## config.mk

```make
export PLATFORM = sky130hd
export DESIGN_NAME = lppp_div
export DESIGN_NICKNAME = d
export VERILOG_FILES = /design/src/hw/rtl/lppp_pkg.sv /design/src/hw/rtl/lppp_div.sv
export SDC_FILE = /design/constraint.sdc
export NUM_CORES = 2
export LEC_CHECK = 0
export ABC_AREA = 1
export BUFFER_PORTS_ARGS = -buffer_cell sky130_fd_sc_hd__buf_2
export CAP_MARGIN = 20
export CELL_PAD_IN_SITES_DETAIL_PLACEMENT = 1
export CELL_PAD_IN_SITES_GLOBAL_PLACEMENT = 2
export CORE_UTILIZATION = 39
export CTS_CLUSTER_SIZE = 28
export DETAILED_ROUTE_END_ITERATION = 8
export GPL_TIMING_DRIVEN = 0
export MAX_ROUTING_LAYER = met4
export PLACE_DENSITY = 0.85
export SYNTH_ARGS = -nofsm -noshare
export SYNTH_HDL_FRONTEND = slang
export SYNTH_SLANG_ARGS = --single-unit
```

## constraint.sdc

```tcl
create_clock -name clk -period 3.3 [get_ports clk]
set_input_delay 0 -clock clk [delete_from_list [all_inputs] [get_ports clk]]
set_output_delay 0 -clock clk [all_outputs]
set_load 0.02 [all_outputs]
```

## src/hw/rtl/lppp_pkg.sv

```systemverilog
// ----------------------------------------------------------------------------
// lppp_pkg
// shared types and constants for the lidar point to pixel projection block
// ----------------------------------------------------------------------------
package lppp_pkg;

	localparam int IMAGE_WIDTH_DEF  = 1920;
	localparam int IMAGE_HEIGHT_DEF = 1080;
	localparam int FRAC_BITS_DEF    = 16;

	localparam int NUM_REGS   = 6;
	localparam int ADDR_W     = 6;
	localparam int PIX_W      = 11;

	typedef enum logic [2:0] {
		REG_R0_C01 = 3'd0,
		REG_R0_C23 = 3'd1,
		REG_R1_C01 = 3'd2,
		REG_R1_C23 = 3'd3,
		REG_R2_C01 = 3'd4,
		REG_R2_C23 = 3'd5
	} reg_idx_t;

	typedef struct packed {
		logic signed [31:0] point_x;
		logic signed [31:0] point_y;
		logic signed [31:0] point_z;
	} point_t;

	typedef struct packed {
		logic [PIX_W-1:0]   pixel_col;
		logic [PIX_W-1:0]   pixel_row;
		logic signed [31:0] point_depth;
		logic               in_frame;
	} pixel_t;

	// divider status
	typedef struct packed {
		logic zero;
		logic ovf;
		logic neg;
	} div_flags_t;

endpackage

```

## src/hw/rtl/lppp_div.sv

```systemverilog
// ----------------------------------------------------------------------------
// lppp_div
// pipelined restoring divider, one quotient bit per stage, small quotients
// ----------------------------------------------------------------------------
module lppp_div #(
	parameter int SW = 50,
	parameter int QW = 11
) (
	input  logic                      clk,
	input  logic                      en,
	input  logic signed [SW-1:0]      num,
	input  logic signed [SW-1:0]      den,
	output logic [QW-1:0]             quo,
	output lppp_pkg::div_flags_t      flags
);
	import lppp_pkg::*;

	localparam int RW = SW + QW + 1;

	logic [RW-1:0]   rem_s [QW+1];
	logic [RW-1:0]   den_s [QW+1];
	logic [QW-1:0]   quo_s [QW+1];
	div_flags_t      flg_s [QW+1];

	logic [SW-1:0] n_mag, d_mag;
	logic [RW-1:0] n_ext, d_ext;

	always_comb begin
		n_mag = num[SW-1] ? SW'(-num) : SW'(num);
		d_mag = den[SW-1] ? SW'(-den) : SW'(den);
		n_ext = RW'(n_mag);
		d_ext = RW'(d_mag);
	end

	// magnitudes, sign, zero divisor and quotient overflow
	always_ff @(posedge clk) begin
		if (en) begin
			rem_s[0]      <= n_ext;
			den_s[0]      <= d_ext;
			quo_s[0]      <= '0;
			flg_s[0].zero <= (den == '0);
			flg_s[0].neg  <= num[SW-1] ^ den[SW-1];
			flg_s[0].ovf  <= n_ext >= (d_ext << QW);
		end
	end

	for (genvar i = 0; i < QW; i++) begin : g_bit
		localparam int K = QW - 1 - i;
		logic [RW-1:0] shd;
		logic          take;
		logic [QW-1:0] qn;
		always_comb begin
			shd   = den_s[i] << K;
			take  = rem_s[i] >= shd;
			qn    = quo_s[i];
			qn[K] = take;
		end
		always_ff @(posedge clk) begin
			if (en) begin
				rem_s[i+1] <= take ? rem_s[i] - shd : rem_s[i];
				den_s[i+1] <= den_s[i];
				quo_s[i+1] <= qn;
				flg_s[i+1] <= flg_s[i];
			end
		end
	end

	assign quo   = quo_s[QW];
	assign flags = flg_s[QW];

endmodule

```

==> results.toml <==
[cells_and_area]
fillers = 28394
area_delta_synth_final_pct = 15.41
nNetsFinal = 12905
multi_input_area_um2 = 45880
final_cell_area_um2 = 106000
fin_cells = 15481
regArea_um2 = 39700
drive_gt1_share_pct = 8.174

[timing]
rsz0062_at_grt = "yes"
max_freq_mhz = 303.2
fin_setup_tns_ns = 0
period_minus_slack_ns = 3.298
period_share_pct = 99.95
fin_skew_ns = 0.05900
slew_violations = 0
worst_pin_slew_ns = 1.127
finalSetupViolCount = 0
max-slew-margin-rel_pct = 24.86
finalHoldViolCount = 0
fin_hold_ws_ns = 0.06213

[synth]
synth_top_area_share_pct = 43.21
synth.most_common_cell = "nand2_1"
ys_ff_latch = 1322
synth_cells = 11633
ys_seq_area_share_pct = 43.21
synthFlopType = "edfxtp_1"
avgSynthCellArea_um2 = 7.898
synthArstFlopShare_pct = 0
synth_commonest_cells = "nand2_1 (2,844), inv_1 (1,818), nor2_1 (1,403)"
synthTopCellsByArea = "edfxtp_1 (43%), nand2_1 (12%), ha_1 (7.9%), inv_1 (7.4%), nor2_1 (5.7%)"
syn_nets = 12327
synth_edf_count = 1322
synth_cell_types = 60
yosysTopAreaCell = "edfxtp_1"
yosysWarningCount = 0
syn-cell-area_um2 = 91870

[routing]
via_per_inst = 5.475
vias = 84766
drtAntennaViolNets = 0
drtIter0Drc = 7002
drc = 0
wl_per_cell_um = 25.97
wirelength_mm = 402.1
drt-pass1-iter-count = 6

[critical_path]
path_max_fanout = 8
worstPathArrival_ns = 3.92
cp-start-kind = "flip-flop"
crit_top_cell = "nand2_1"
r2r_start = "rem_s[4][54]"
reg2reg_slack_ns = 0.002
worstPathRequired_ns = 3.92
critical_path.startpoint = "rem_s[4][54]"
worst_path_largest_cell_delay_ns = 0.55
crit_chain = "ha_2, nand2_1, nor2_1, nand2_1, nor4_2, nand4_1, nand3_4, buf_4, buf_4, nand3_1, nand2_1"
crit_type = "reg -> reg"
crit_path_top_delay_cell = "edfxtp_1"
cp-end-kind = "flip-flop"
path_buf_inv = 2
crit_family = "simple AND/OR/NAND/NOR gates"

[pwr]
power_uw = 83650
powerDensity_nw_per_um2 = 788.9
irDropWorstVdd_mv = 0.5039
cellLeakagePower_uw = 0.04430

[clocking]
clock_path_buffers = 3
cts.sinks = 1322
path_clk_slew_ns = 0.06
numCtsBuffers = 155
htreeDepth = 4
cts_tree = "done"
root_buffer = "clkbuf_16"
clk_latency_ns = 0.83

[flow_run]
cap_violations = 0

[global_routing]
grt_max_degree = 186
antenna_found_initial = 7
grt_overflow = 0
grtUsageTotal_pct = 34.26
grt_pass1_vias = 85531
grt_pass1_wl_mm = 578.2

[placed_design]
dp_cells = 14890
io_buffers = 113
gp_congestion = 0.9997
dp_hpwl_mm = 336.6
post_dp_cell_area_um2 = 96650

[min_path]
min_from = "den[49]"
worstHoldPathType = "in -> reg"

[floorplanning]
core_um2 = 233400
die_h_um = 487.4
start_util_pct = 39.36
fp.dieArea_um2 = 237500
io_pins = 116
die_w_um = 487.4
rows = 177

[status]
status = "completed"
[worst register-to-register path, cell delays in order, from the launching register on]
cell,delay (ns)
edfxtp_1,0.55
ha_2,0.54
nand2_1,0.17
nor2_1,0.18
nand2_1,0.12
nor4_2,0.32
nand4_1,0.28
nand3_4,0.23
buf_4,0.16
buf_4,0.22
nand3_1,0.10
nand2_1,0.23
[final cells by class]
class / instances / share of cell area (%)
clock buffer: 169 / 3.708
timing repair buffer: 421 / 3.408
antenna: 5 / 0.01180
buffer: 114 / 0.8390
clock inverter: 121 / 1.116
multi-input combinational: 8358 / 43.27
inverter: 1839 / 6.517
tap: 3132 / 3.696
sequential: 1322 / 37.44
[kinds of logic after synthesis]
| group | after synthesis | share of synthesized area, % |
|---|---|---|
| buffers and inverters | 1954 | 8.393 |
| AOI/OAI and AO/OA | 2017 | 12.12 |
| and+or+nand+nor | 5297 | 23.83 |
| xor gates and xnor gates | 451 | 4.300 |
| DFF | 1322 | 43.21 |
| adders and majority gates | 592 | 8.144 |
[state kept, by name, indices dropped and copies added, names as in the netlist]
register / flops
flg_s: 36
rem_s: 670
quo_s: 66
den_s: 550
[layer usage]
| metal | vias to the layer above | part of all wire [%] | global-route usage (%) |
|---|---|---|---|
| met5 | - | 0 | - |
| met4 | 0 | 3.3 | 10.27 |
| met3 | 517 | 5.6 | 4.342 |
| met2 | 2382 | 46 | 54.27 |
| met1 | 42057 | 45 | 45.62 |
| li1 | 39810 | - | - |
[cell usage in the layout, fill, tap and decap left out, types with 44 or more instances in the layout]
| cell type | instances |
|---|---|
| nand2_1 | 2820 |
| inv_1 | 1813 |
| nor2_1 | 1368 |
| edfxtp_1 | 1322 |
| a21oi_1 | 756 |
| o21ai_0 | 590 |
| ha_1 | 550 |
| nand3_1 | 527 |
| xnor2_1 | 245 |
| xor2_1 | 199 |
| o21ai_1 | 195 |
| dlygate4sd3_1 | 177 |
| clkbuf_16 | 155 |
| buf_2 | 151 |
| nor3_1 | 142 |
| buf_4 | 125 |
| nand4_1 | 121 |
| nand3b_1 | 95 |
| o21bai_1 | 82 |
| a21oi_2 | 80 |
| o21ai_2 | 70 |
| a21o_1 | 65 |
| a31oi_1 | 54 |
| nor4_1 | 44 |
[through the flow]
step	setup slack, ns	utilization, %
detailed placement	-1.719	41.41
CTS	-0.01683	44.81
floorplan	0.5460	-
finish	0.001760	45.43
global placement	-18.54	41.28
global route	-0.06892	45.42
[report_power, final]
group	switching [µW]	internal, µW	total, µW
Clock	7690	9660	17300
Sequential	3300	23400	26700
Combinational	27200	12400	39600
Total	38200	45500	83700
[timing repair]
item | CTS | global route
pin swaps | 16 | 45
buffers inserted | 42 | 76
gates resized for setup | 194 | 223
endpoints found under the setup margin | 557 | 460
hold buffers | 177 | 0
gates cloned | 0 | 1
endpoints found under the hold margin | 199 | 0
[worst paths after layout]
kind | to | depth (start not counted)
worst max-delay path | rem_s[5][55] | 11
worst min-delay path | den_s[0][39] | 5
worst max register to register | rem_s[5][55] | 11
worst min register to register | quo_s[2][6] | 0
Note: power is estimated with default switching activity, not from simulation.
